[src/hw/rtl/easing_curve_evaluator_unit_macros.svh]
// Assertion macros for the easing curve evaluator.
// Used by the RTL files that carry checks; no other dependencies.
`ifndef EASING_CURVE_EVALUATOR_UNIT_MACROS_SVH
`define EASING_CURVE_EVALUATOR_UNIT_MACROS_SVH

// Same-cycle implication, clocked on i_clk, off during reset.
`ifndef SYNTH
`define ECE_ASSERT_NOW(lbl, ante, cons) \
    lbl: assert property (@(posedge i_clk) disable iff (!i_rst_n) (ante) |-> (cons)) \
        else $error("ece check failed");
`else
`define ECE_ASSERT_NOW(lbl, ante, cons)
`endif

// Next-cycle implication, clocked on i_clk, off during reset.
`ifndef SYNTH
`define ECE_ASSERT_NEXT(lbl, ante, cons) \
    lbl: assert property (@(posedge i_clk) disable iff (!i_rst_n) (ante) |=> (cons)) \
        else $error("ece check failed");
`else
`define ECE_ASSERT_NEXT(lbl, ante, cons)
`endif

`endif

[src/hw/rtl/ece_pkg.sv]
// Shared types, constants and rounding multiply helpers for the easing evaluator.
// No dependencies.
`timescale 1ns / 1ps
`default_nettype none

package ece_pkg;

    localparam int NST = 8;     // register stages from input to result
    localparam int WW  = 34;    // internal signed word

    typedef logic signed [WW-1:0] t_word;

    typedef struct packed {
        logic [NST-1:0] en;
        logic [NST-1:0] vld;
    } t_stage_ctl;

    typedef enum logic [3:0] {
        CRV_LINEAR      = 4'd0,
        CRV_QUAD_IN     = 4'd1,
        CRV_QUAD_OUT    = 4'd2,
        CRV_QUAD_INOUT  = 4'd3,
        CRV_CUBIC_IN    = 4'd4,
        CRV_CUBIC_OUT   = 4'd5,
        CRV_CUBIC_INOUT = 4'd6,
        CRV_ELASTIC_IN  = 4'd7,
        CRV_ELASTIC_OUT = 4'd8,
        CRV_BOUNCE_IN   = 4'd9,
        CRV_BOUNCE_OUT  = 4'd10
    } t_curve;

    localparam logic [4:0] Q30_SH = 5'd30;
    localparam t_word Q30_ONE = 34'sd1073741824;
    localparam t_word SIN_A   = 34'sd1686629713;
    localparam t_word SIN_B   = -34'sd688904837;
    localparam t_word SIN_C   = 34'sd76016948;
    localparam t_word EXP_C1  = 34'sd747324310;
    localparam t_word EXP_C2  = 34'sd241699285;
    localparam t_word EXP_C3  = 34'sd84718230;

    localparam t_word EASE_MAX = 34'sd131071;
    localparam t_word EASE_MIN = -34'sd131072;

    // ceil(2^35 / 3), split in two partial products
    localparam logic [34:0] DIV3_M  = 35'h2AAAAAAAB;
    localparam logic [17:0] DIV3_ML = DIV3_M[17:0];
    localparam logic [16:0] DIV3_MH = DIV3_M[34:18];

    // signed product >> s, rounding half away from zero
    function automatic t_word mulq(input t_word a, input t_word b, input logic [4:0] s);
        logic [WW-1:0]   ma;
        logic [WW-1:0]   mb;
        logic [2*WW-1:0] p;
        logic            neg;
        ma  = a[WW-1] ? $unsigned(-a) : $unsigned(a);
        mb  = b[WW-1] ? $unsigned(-b) : $unsigned(b);
        neg = a[WW-1] ^ b[WW-1];
        p   = {{WW{1'b0}}, ma} * {{WW{1'b0}}, mb};
        p   = (p + ((2*WW)'(1) << (s - 5'd1))) >> s;
        mulq = neg ? -t_word'(p[WW-1:0]) : t_word'(p[WW-1:0]);
    endfunction

    // signed shift right, rounding half away from zero
    function automatic t_word rshr(input t_word v, input logic [4:0] s);
        logic [WW-1:0] m;
        m = v[WW-1] ? $unsigned(-v) : $unsigned(v);
        m = (m + (WW'(1) << (s - 5'd1))) >> s;
        rshr = v[WW-1] ? -t_word'(m) : t_word'(m);
    endfunction

endpackage

`default_nettype wire

[src/hw/rtl/ece_pipe_ctl.sv]
// Valid bits and per-stage advance enables for the evaluator pipeline.
// Depends on ece_pkg and the assertion macro header.
`timescale 1ns / 1ps
`default_nettype none
`include "easing_curve_evaluator_unit_macros.svh"

module ece_pipe_ctl
    import ece_pkg::*;
(
    input  wire logic i_clk,
    input  wire logic i_rst_n,
    input  wire logic i_valid,
    input  wire logic i_stall,
    output t_stage_ctl o_ctl
);

    logic [NST-1:0]           r_vld;
    logic [NST-1:0]           n_en;
    logic                     in_acc;
    logic                     out_acc;
    logic [$clog2(NST+1)-1:0] vld_cnt;

    // a stage moves when it is empty or the one after it moves: bubbles close up
    always_comb begin
        n_en[NST-1] = !r_vld[NST-1] || !i_stall;
        for (int k = NST - 2; k >= 0; k--) begin
            n_en[k] = !r_vld[k] || n_en[k+1];
        end
    end

    always_ff @(posedge i_clk) begin
        if (!i_rst_n) begin
            r_vld <= '0;
        end else begin
            if (n_en[0]) begin
                r_vld[0] <= i_valid;
            end
            for (int k = 1; k < NST; k++) begin
                if (n_en[k]) begin
                    r_vld[k] <= r_vld[k-1];
                end
            end
        end
    end

    assign o_ctl.en  = n_en;
    assign o_ctl.vld = r_vld;
    assign in_acc    = i_valid && n_en[0];
    assign out_acc   = r_vld[NST-1] && !i_stall;
    assign vld_cnt   = $bits(vld_cnt)'($countones(r_vld));

    `ECE_ASSERT_NOW(a_empty_tail_all_move, !r_vld[NST-1], &n_en)
    `ECE_ASSERT_NEXT(a_beat_enters, in_acc, r_vld[0])
    `ECE_ASSERT_NEXT(a_beats_conserved, 1'b1, vld_cnt == $past(vld_cnt) + $past(in_acc) - $past(out_acc))

endmodule

`default_nettype wire

[config.mk]
export PLATFORM = sky130hd
export DESIGN_NAME = ece_pipe_ctl
export DESIGN_NICKNAME = d
export VERILOG_FILES = /design/src/hw/rtl/ece_pkg.sv /design/src/hw/rtl/ece_pipe_ctl.sv
export VERILOG_INCLUDE_DIRS = /design/src /design/src/hw/rtl
export SDC_FILE = /design/constraint.sdc
export NUM_CORES = 1
export LEC_CHECK = 0
export ABC_AREA = 1
export BUFFER_PORTS_ARGS = -buffer_cell sky130_fd_sc_hd__buf_2
export CORE_AREA = 2 2 39 41
export DETAILED_ROUTE_END_ITERATION = 10
export DIE_AREA = 0 0 41 43
export PLACE_DENSITY = 0.53
export SYNTH_ARGS = -nofsm -noshare
export SYNTH_HDL_FRONTEND = slang
export SYNTH_SLANG_ARGS = --single-unit
[constraint.sdc]
create_clock -name i_clk -period 2.7 [get_ports i_clk]
set_input_delay 0.27 -clock i_clk [delete_from_list [all_inputs] [get_ports i_clk]]
set_output_delay 0.27 -clock i_clk [all_outputs]
set_load 0.01 [all_outputs]
; Word level (Yosys, flattened, before mapping)
; Index checks and enable logic that the tools add are counted.
; Widths: inputs -> output; s select.
[op_classes]
reduce_logical = 17
[ops]
columns = cell, count
row1 = $logic_not 1->1, 9
row2 = $logic_or 1x1->1, 8
[totals]
reg_bits = 8
output_inout_bits = 16

; Longest topological paths before layout
; Gate-level depths: netlist (run 1).
[depth]
word_depth = 9
mapped_depth = 6
depth_no_buf = 6

; Worst setup path before layout (run 1)
; No wires, ideal clock.
[synth_timing]
path_kind = reg2out
start = register r_vld[7]
end = output port o_ctl[8] (netlist name)
arrival_time_ns = 1.001
t_required_ns = 2.430
path_slack_ns = 1.429
stages_incl_launch_ff = 6
path_cell_list = dfxtp_1 nand2_2 nor2_4 nand4_4 nor2_4 nand3_2
[synth_rtl]
columns = item, line
row1 = start: declaration, ece_pipe_ctl.sv:17  ; logic [NST-1:0] r_vld;
row2 = start signal: indexed assignment, ece_pipe_ctl.sv:40  ; r_vld[k] <= r_vld[k-1];
row3 = end: declaration, ece_pipe_ctl.sv:14  ; output t_stage_ctl o_ctl

==> results of run 1 <==
-- kinds of logic after synthesis --
kind of cell	after synthesis
compound gates	7
buf+inv	10
simple gates	10
flops	8
-- cells in the mapped netlist, drive strengths merged --
cell type / n
inv: 10
nand2: 3
nor2: 5
nand3: 1
dfxtp: 8
nand4: 1
o21a: 1
a21oi: 6
-- worst max path at each step --
stage                          end  depth (start not counted)
after global routing      o_ctl[8]                          6
after CTS                 o_ctl[8]                          6
after detailed placement  o_ctl[8]                          7
final                     o_ctl[8]                          6
after global placement    o_ctl[8]                          7
after floorplan           o_ctl[8]                          5
-- power by group through the flow --
stage	registers, mW	logic, mW	clock network, mW
final	0.123	0.0107	0.0914
after floorplan	0.126	0.00406	0
after CTS	0.123	0.0109	0.0956
after detailed placement	0.125	0.0109	0
after global routing	0.123	0.0119	0.102
after global placement	0.125	0.0108	0
-- worst register-to-register path, cell delays in order (launching register included) --
cell and delay, ns:
sky130_fd_sc_hd__dfxtp_1 0.33, sky130_fd_sc_hd__nand2_2 0.08, sky130_fd_sc_hd__nor2_4 0.12, sky130_fd_sc_hd__nand4_4 0.12, sky130_fd_sc_hd__nor2_4 0.15, sky130_fd_sc_hd__nand3_2 0.09, sky130_fd_sc_hd__a21oi_2 0.11
-- final cells by class --
cell class / count / area (um^2) / area share
Multi-Input combinational cell: 17 / 125 / 0.272
Sequential cell: 8 / 160 / 0.348
Inverter: 10 / 37.5 / 0.0815
Timing Repair Buffer: 19 / 95.1 / 0.207
Clock buffer: 3 / 22.5 / 0.0489
Tap cell: 16 / 20.0 / 0.0435
-- layer usage --
metal,track usage,wire length (um),vias to the layer above
li1,-,-,154
met1,0.110,279,122
met2,0.0969,308,13
met3,0.0314,67,0
met4,0.0600,0,0
met5,0,0,-
==> flow_results.xml, run 1 <==
<?xml version="1.0" encoding="UTF-8"?>
<metrics>
  <group name="status">
    <metric name="outcome" unit="">finished, final reports clean</metric>
  </group>
  <group name="drt">
    <metric name="vias_per_std_cell" unit="">3.96</metric>
    <metric name="post-route-drc-count" unit="">0</metric>
    <metric name="via_count" unit="">289</metric>
    <metric name="route.detailed.wl_per_inst" unit="um">8.97</metric>
    <metric name="drt_iter0_markers" unit="">0</metric>
    <metric name="finalWirelength" unit="um">655</metric>
    <metric name="final_antenna_net_count" unit="">0</metric>
    <metric name="drtPass1Iterations" unit="">1</metric>
  </group>
  <group name="placed_design">
    <metric name="numPlacedInstances" unit="">70</metric>
    <metric name="globalplace.congestion" unit="">0.606</metric>
    <metric name="hpwl" unit="um">541</metric>
    <metric name="portBuffers" unit="">19</metric>
    <metric name="post_dp_cell_area" unit="um^2">438</metric>
    <metric name="dp_slack" unit="ns">1.37</metric>
  </group>
  <group name="floorplanning">
    <metric name="io_pins" unit="">20</metric>
    <metric name="design.core.area" unit="um^2">1380</metric>
    <metric name="die-area" unit="um^2">1760</metric>
    <metric name="fp-row-count" unit="">14</metric>
    <metric name="die_h" unit="um">43</metric>
    <metric name="initial_utilization" unit="">0.233</metric>
    <metric name="die_width" unit="um">41</metric>
  </group>
  <group name="global_route">
    <metric name="number_of_global_route_vias_before_repair" unit="">228</metric>
    <metric name="grt_start_max_net_pins" unit="">8</metric>
    <metric name="wire_length_of_the_first_global_routing_pass" unit="um">910</metric>
    <metric name="gr-total-overflow" unit="">0</metric>
    <metric name="grt.total_usage" unit="">0.0804</metric>
    <metric name="antenna_found_initial" unit="">0</metric>
  </group>
  <group name="timing">
    <metric name="final_max_slew_viol_count" unit="">0</metric>
    <metric name="totalNegativeSetupSlack" unit="ns">0</metric>
    <metric name="worst_slew_pin_slew" unit="ns">0.250</metric>
    <metric name="finalWorstSetupSlack" unit="ns">1.14</metric>
    <metric name="rsz0062_at_grt" unit="">no</metric>
    <metric name="achievable-frequency" unit="MHz">642</metric>
    <metric name="finalCritPeriodShare" unit="">0.577</metric>
    <metric name="whs" unit="ns">0.230</metric>
    <metric name="slew-limit-headroom" unit="">0.833</metric>
    <metric name="finalSetupViolations" unit="">0</metric>
    <metric name="skew" unit="ns">0.00498</metric>
    <metric name="post-route-min-period" unit="ns">1.56</metric>
    <metric name="final_hold_viol_count" unit="">0</metric>
  </group>
  <group name="synthesis">
    <metric name="netlist_area" unit="um^2">323</metric>
    <metric name="yosys_warnings" unit="">0</metric>
    <metric name="yosys.area_share.xor_xnor" unit="">0</metric>
    <metric name="synthAdderAreaFrac" unit="">0</metric>
    <metric name="synth.mux.area_fraction" unit="">0</metric>
    <metric name="synth.ff_latch_count" unit="">8</metric>
    <metric name="synth_compound_area_frac" unit="">0.128</metric>
    <metric name="synthDistinctLibCells" unit="">13</metric>
    <metric name="largest_family_of_logic_cells_by_synthesized_area" unit="">simple AND/OR/NAND/NOR gates</metric>
    <metric name="postSynthNetCount" unit="">39</metric>
    <metric name="synthesis.instances" unit="">35</metric>
    <metric name="synth.yosys.seq_area_share" unit="">0.496</metric>
    <metric name="yosysTopAreaCellShare" unit="">0.496</metric>
    <metric name="post-synth-top-area-cell" unit="">sky130_fd_sc_hd__dfxtp_1</metric>
    <metric name="synth.avg_cell_area" unit="um^2">9.22</metric>
    <metric name="synth-simple-area-share" unit="">0.260</metric>
    <metric name="top_cells_by_area_synth" unit="">sky130_fd_sc_hd__dfxtp_1 (50%), sky130_fd_sc_hd__inv_1 (9.3%), sky130_fd_sc_hd__a21oi_1 (7.8%)</metric>
  </group>
  <group name="setup_path">
    <metric name="launch_point_of_the_worst_reg_to_reg_path" unit="">r_vld[7]$_SDFFE_PN0P_</metric>
    <metric name="path_depth_of_the_worst_reg2reg_path" unit="">6</metric>
    <metric name="timing.critical_path.max_delay_family" unit="">simple AND/OR/NAND/NOR gates</metric>
    <metric name="crit_fanout" unit="">4</metric>
    <metric name="critical_path.startpoint_type" unit="">flip-flop</metric>
    <metric name="startpoint" unit="">r_vld[7]$_SDFFE_PN0P_</metric>
    <metric name="crit_path_top_delay_cell" unit="">sky130_fd_sc_hd__dfxtp_1</metric>
    <metric name="critical-path-top-cell-by-count" unit="">sky130_fd_sc_hd__nor2_4</metric>
    <metric name="criticalPathCategory" unit="">flip-flop to primary output</metric>
    <metric name="cp_cell_instances" unit="">nand2_2, nor2_4, nand4_4, nor2_4, nand3_2, buf_2</metric>
    <metric name="path_buf_inv" unit="">1</metric>
    <metric name="data_required_critical_path" unit="ns">2.43</metric>
    <metric name="crit_path_max_incr_delay" unit="ns">0.33</metric>
    <metric name="cp_data_arrival_time" unit="ns">1.29</metric>
    <metric name="worst_reg2reg_path_endpoint" unit="">r_vld[0]$_SDFFE_PN0P_</metric>
    <metric name="critical_path.endpoint_type" unit="">primary output</metric>
    <metric name="slack_of_the_worst_reg_to_reg_path" unit="ns">1.64</metric>
  </group>
  <group name="pwr">
    <metric name="power_density" unit="nW/um^2">488</metric>
    <metric name="pwr-share-clk" unit="">0.406</metric>
    <metric name="sw_frac_of_total" unit="">0.218</metric>
    <metric name="p_sw" unit="mW">0.0490</metric>
    <metric name="finalPower" unit="mW">0.225</metric>
    <metric name="ir_drop" unit="V">0.000170</metric>
    <metric name="internal" unit="mW">0.176</metric>
    <metric name="power.share.sequential" unit="">0.546</metric>
    <metric name="combPwrFrac" unit="">0.048</metric>
    <metric name="p_leak" unit="nW">0.203</metric>
  </group>
  <group name="cts">
    <metric name="cts_hold_buffers" unit="">0</metric>
    <metric name="cts_buffer_depth" unit="">2</metric>
    <metric name="tritoncts" unit="">done</metric>
    <metric name="numClockSinks" unit="">8</metric>
    <metric name="clk-insertion-delay-late" unit="ns">0.25</metric>
    <metric name="cts_inserted_buffers" unit="">3</metric>
    <metric name="cts-root-buf" unit="">sky130_fd_sc_hd__clkbuf_4</metric>
    <metric name="postCtsSetupRepairBufs" unit="">0</metric>
    <metric name="clkTransAtPathRegs" unit="ns">0.06</metric>
    <metric name="total_number_of_h_tree_levels" unit="">1</metric>
    <metric name="post_cts_resized" unit="">0</metric>
  </group>
  <group name="layout">
    <metric name="largestRegisters" unit="">r_vld (8)</metric>
    <metric name="instances_no_fill" unit="">73</metric>
    <metric name="layout-drive-gt1-share" unit="">0.561</metric>
    <metric name="most-common-layout-cells" unit="">sky130_fd_sc_hd__buf_2 (19), sky130_fd_sc_hd__inv_1 (8), sky130_fd_sc_hd__dfxtp_1 (8)</metric>
    <metric name="stdcell_area" unit="um^2">460</metric>
    <metric name="area_growth" unit="%">42.6</metric>
    <metric name="finish.net_count" unit="">63</metric>
    <metric name="n_antenna_cell" unit="">0</metric>
    <metric name="largest-register" unit="">r_vld</metric>
    <metric name="nFillCells" unit="">162</metric>
    <metric name="max_ffs_per_register" unit="">8</metric>
    <metric name="post_layout_utilization_of_the_core" unit="">0.333</metric>
    <metric name="commonest_non_fill_non_tap_cell_in_the_layout" unit="">sky130_fd_sc_hd__buf_2</metric>
  </group>
  <group name="min_path">
    <metric name="instance_count_along_the_most_critical_hold_path" unit="">2</metric>
    <metric name="min-delay-path-class" unit="">input port to flip-flop</metric>
    <metric name="hold_end" unit="">r_vld[2]$_SDFFE_PN0P_</metric>
    <metric name="hold_start" unit="">i_rst_n</metric>
  </group>
  <group name="job">
    <metric name="cap_violations" unit="">0</metric>
  </group>
</metrics>
No activity file was read; power rests on OpenSTA's default activity.
==> run 2, diff against run 1 <==
Settings changed: ABC_AREA 1 to 0, PLACE_DENSITY 0.53 to 0.56.
Clock period 2.7 ns to 1.3 ns, I/O delays scaled along.
==> run 2 against run 1 <==
Compared with the run above: the run now ends with setup timing left; sequential cell count unchanged; clock-buffer cell count unchanged; via count increased by 17%.
==> flow_results.xml, run 2 <==
<?xml version="1.0" encoding="UTF-8"?>
<metrics>
  <group name="status">
    <metric name="outcome" unit="">finished with violations</metric>
    <metric name="failed_checks" unit="">setup timing</metric>
  </group>
  <group name="synthesis">
    <metric name="largest_family_of_logic_cells_by_synthesized_area" unit="">simple AND/OR/NAND/NOR gates</metric>
    <metric name="netlist_area" unit="um^2">334</metric>
    <metric name="post-synth-top-area-cell" unit="">sky130_fd_sc_hd__dfxtp_1</metric>
    <metric name="top_cells_by_area_synth" unit="">sky130_fd_sc_hd__dfxtp_1 (48%), sky130_fd_sc_hd__o21a_1 (6.7%), sky130_fd_sc_hd__nand4_4 (6.4%)</metric>
    <metric name="synthAdderAreaFrac" unit="">0</metric>
    <metric name="synthesis.instances" unit="">36</metric>
    <metric name="postSynthNetCount" unit="">40</metric>
    <metric name="synthArstFlopShare" unit="">0</metric>
    <metric name="synth.avg_cell_area" unit="um^2">9.28</metric>
    <metric name="synth.ff_latch_count" unit="">8</metric>
    <metric name="synth_most_common_cell" unit="">sky130_fd_sc_hd__dfxtp_1</metric>
    <metric name="yosys.area_share.xor_xnor" unit="">0</metric>
    <metric name="synth.mux.area_fraction" unit="">0</metric>
    <metric name="synth-edff-count" unit="">0</metric>
    <metric name="primary_ff_master_synth" unit="">sky130_fd_sc_hd__dfxtp_1</metric>
    <metric name="synth_common_cells" unit="">sky130_fd_sc_hd__dfxtp_1 (8), sky130_fd_sc_hd__inv_1 (5), sky130_fd_sc_hd__nand2_1 (4), sky130_fd_sc_hd__nand3_1 (3), sky130_fd_sc_hd__o21a_1 (3)</metric>
    <metric name="yosysTopAreaCellShare" unit="">0.479</metric>
    <metric name="yosys_warnings" unit="">0</metric>
    <metric name="synth_compound_area_frac" unit="">0.169</metric>
    <metric name="synth-simple-area-share" unit="">0.273</metric>
    <metric name="synthDistinctLibCells" unit="">17</metric>
    <metric name="synth.yosys.seq_area_share" unit="">0.479</metric>
  </group>
  <group name="layout">
    <metric name="largestRegisters" unit="">r_vld (8)</metric>
    <metric name="max_ffs_per_register" unit="">8</metric>
    <metric name="n_antenna_cell" unit="">0</metric>
    <metric name="commonest_non_fill_non_tap_cell_in_the_layout" unit="">sky130_fd_sc_hd__buf_2</metric>
    <metric name="layout-drive-gt1-share" unit="">0.619</metric>
    <metric name="largest-register" unit="">r_vld</metric>
    <metric name="finish.net_count" unit="">69</metric>
    <metric name="area_growth" unit="%">63.7</metric>
    <metric name="most-common-layout-cells" unit="">sky130_fd_sc_hd__buf_2 (19), sky130_fd_sc_hd__buf_4 (6), sky130_fd_sc_hd__inv_1 (5)</metric>
  </group>
  <group name="drt">
    <metric name="via_count" unit="">339</metric>
    <metric name="drt_iter0_markers" unit="">4</metric>
    <metric name="finalWirelength" unit="um">779</metric>
    <metric name="final_antenna_net_count" unit="">0</metric>
    <metric name="drtPass1Iterations" unit="">4</metric>
    <metric name="vias_per_std_cell" unit="">4.29</metric>
    <metric name="route.detailed.wl_per_inst" unit="um">9.86</metric>
    <metric name="post-route-drc-count" unit="">0</metric>
  </group>
  <group name="global_route">
    <metric name="grt_start_max_net_pins" unit="">11</metric>
    <metric name="gr-usage-met1" unit="">0.107</metric>
    <metric name="gr-total-overflow" unit="">0</metric>
    <metric name="antenna_found_initial" unit="">0</metric>
    <metric name="most_used_routing_layer" unit="">met2</metric>
    <metric name="number_of_global_route_vias_before_repair" unit="">277</metric>
    <metric name="grt.total_usage" unit="">0.0946</metric>
    <metric name="grt.met2_usage" unit="">0.163</metric>
    <metric name="gr-usage-met3" unit="">0.0314</metric>
    <metric name="wire_length_of_the_first_global_routing_pass" unit="um">1150</metric>
  </group>
  <group name="setup_path">
    <metric name="cp_data_arrival_time" unit="ns">1.20</metric>
    <metric name="critical_path.endpoint_type" unit="">primary output</metric>
    <metric name="criticalPathCategory" unit="">flip-flop to primary output</metric>
    <metric name="critical_path.startpoint_type" unit="">flip-flop</metric>
    <metric name="crit_fanout" unit="">5</metric>
    <metric name="cp_cell_instances" unit="">nand4_4, nor3_4, inv_1, buf_2</metric>
    <metric name="data_required_critical_path" unit="ns">1.17</metric>
    <metric name="crit_path_top_delay_cell" unit="">sky130_fd_sc_hd__dfxtp_4</metric>
    <metric name="path_depth_of_the_worst_reg2reg_path" unit="">6</metric>
    <metric name="crit_path_max_incr_delay" unit="ns">0.37</metric>
  </group>
  <group name="pwr">
    <metric name="finalPower" unit="mW">0.455</metric>
    <metric name="p_leak" unit="nW">0.247</metric>
    <metric name="power_density" unit="nW/um^2">832</metric>
    <metric name="ir_drop" unit="V">0.000523</metric>
  </group>
  <group name="placed_design">
    <metric name="hpwl" unit="um">549</metric>
    <metric name="globalplace.congestion" unit="">0.646</metric>
    <metric name="portBuffers" unit="">19</metric>
  </group>
  <group name="timing">
    <metric name="slew-limit-headroom" unit="">0.884</metric>
    <metric name="rsz0062_at_grt" unit="">yes</metric>
    <metric name="worst_slew_pin_slew" unit="ns">0.174</metric>
    <metric name="finalWorstSetupSlack" unit="ns">-0.0324</metric>
    <metric name="final_hold_viol_count" unit="">0</metric>
    <metric name="finalCritPeriodShare" unit="">1.02</metric>
    <metric name="achievable-frequency" unit="MHz">751</metric>
    <metric name="finalSetupViolations" unit="">2</metric>
    <metric name="skew" unit="ns">0.000661</metric>
    <metric name="post-route-min-period" unit="ns">1.33</metric>
    <metric name="totalNegativeSetupSlack" unit="ns">-0.0435</metric>
    <metric name="final_max_slew_viol_count" unit="">0</metric>
  </group>
  <group name="min_path">
    <metric name="instance_count_along_the_most_critical_hold_path" unit="">2</metric>
    <metric name="min-delay-path-class" unit="">input port to flip-flop</metric>
  </group>
  <group name="floorplanning">
    <metric name="die_h" unit="um">43</metric>
    <metric name="die-area" unit="um^2">1760</metric>
    <metric name="initial_utilization" unit="">0.241</metric>
    <metric name="die_width" unit="um">41</metric>
    <metric name="io_pins" unit="">20</metric>
    <metric name="fp-row-count" unit="">14</metric>
    <metric name="design.core.area" unit="um^2">1380</metric>
  </group>
  <group name="cts">
    <metric name="total_number_of_h_tree_levels" unit="">1</metric>
    <metric name="cts_inserted_buffers" unit="">3</metric>
    <metric name="cts_hold_buffers" unit="">0</metric>
    <metric name="clkTransAtPathRegs" unit="ns">0.05</metric>
    <metric name="numClockSinks" unit="">8</metric>
    <metric name="cts-root-buf" unit="">sky130_fd_sc_hd__clkbuf_4</metric>
    <metric name="clk-insertion-delay-late" unit="ns">0.24</metric>
    <metric name="tritoncts" unit="">done</metric>
    <metric name="cts_buffer_depth" unit="">2</metric>
  </group>
  <group name="job">
    <metric name="cap_violations" unit="">0</metric>
  </group>
</metrics>
## run 2: cell count changes after synthesis, moves of 2 or more
cell and change:
sky130_fd_sc_hd__o21a_1 +2, sky130_fd_sc_hd__nand3_1 +3, sky130_fd_sc_hd__nand2_2 -2, sky130_fd_sc_hd__a21boi_1 +2, sky130_fd_sc_hd__nor2_1 -2, sky130_fd_sc_hd__inv_1 -3, sky130_fd_sc_hd__nand2_1 +3, sky130_fd_sc_hd__a21oi_1 -4
## run 2: worst paths after layout
check	from	to	slack (ns)
max	r_vld[6]$_SDFFE_PN0P_	o_ctl[9]	-0.03
min	i_valid	r_vld[0]$_SDFFE_PN0P_	0.11
max reg2reg	r_vld[6]$_SDFFE_PN0P_	r_vld[1]$_SDFFE_PN0P_	0.09
min reg2reg	r_vld[2]$_SDFFE_PN0P_	r_vld[3]$_SDFFE_PN0P_	0.47
## run 2: metrics by stage
step           utilization  instances  hold slack [ns]  cell area, um^2  setup WS, ns
5_1_grt              0.395         79            0.108              547       -0.0972
4_1_cts              0.374         77            0.103              518     -0.000490
6_report             0.395         79            0.106              547       -0.0324
3_3_place_gp         0.322         70            0.352              445         0.189
3_5_place_dp         0.322         70            0.354              445         0.110
2_1_floorplan            -         36            0.263              334         0.211
## run 2: logic make-up (layout without fill, tap and decap cells)
| logic type | Yosys count | count (layout) |
|---|---|---|
| and+or+nand+nor | 13 | 13 |
| AOI/OAI and AO/OA | 8 | 8 |
| buffers and inverters | 7 | 34 |
| DFF | 8 | 8 |
## run 2: cell type report
cell class              instances  area [um^2]
fillers                       133          837
flip-flops and latches          8          173
multi-input cells              21          169
repair buffers                 25          140
clock buffers                   3         22.5
inverters                       6         22.5
well taps                      16         20.0
## run 2: worst max-delay path: cells and delay by family (launching register included)
kind,cells,cell delay (ns)
AND/OR/NAND/NOR,2,0.39
flip-flops,1,0.37
buffers and inverters,2,0.21
## run 2: what timing repair did
item                       4_1_cts  5_1_grt
gates cloned                     0        0
resized for setup                8        3
hold endpoints to repair         0        0
pin swaps                        1        2
setup endpoints to repair        5        4
setup buffers                    4        2
## run 2: layer usage
layer  share of wire  up-vias
li1                -      175
met1            0.41      150
met2            0.51       14
met3           0.081        0
met4               0        0
met5               0        -
## run 2: power by group
group          switching, mW  total (mW)  internal, mW
clock                 0.0757       0.181         0.105
combinational         0.0128      0.0242        0.0113
sequential           0.00546       0.250         0.244
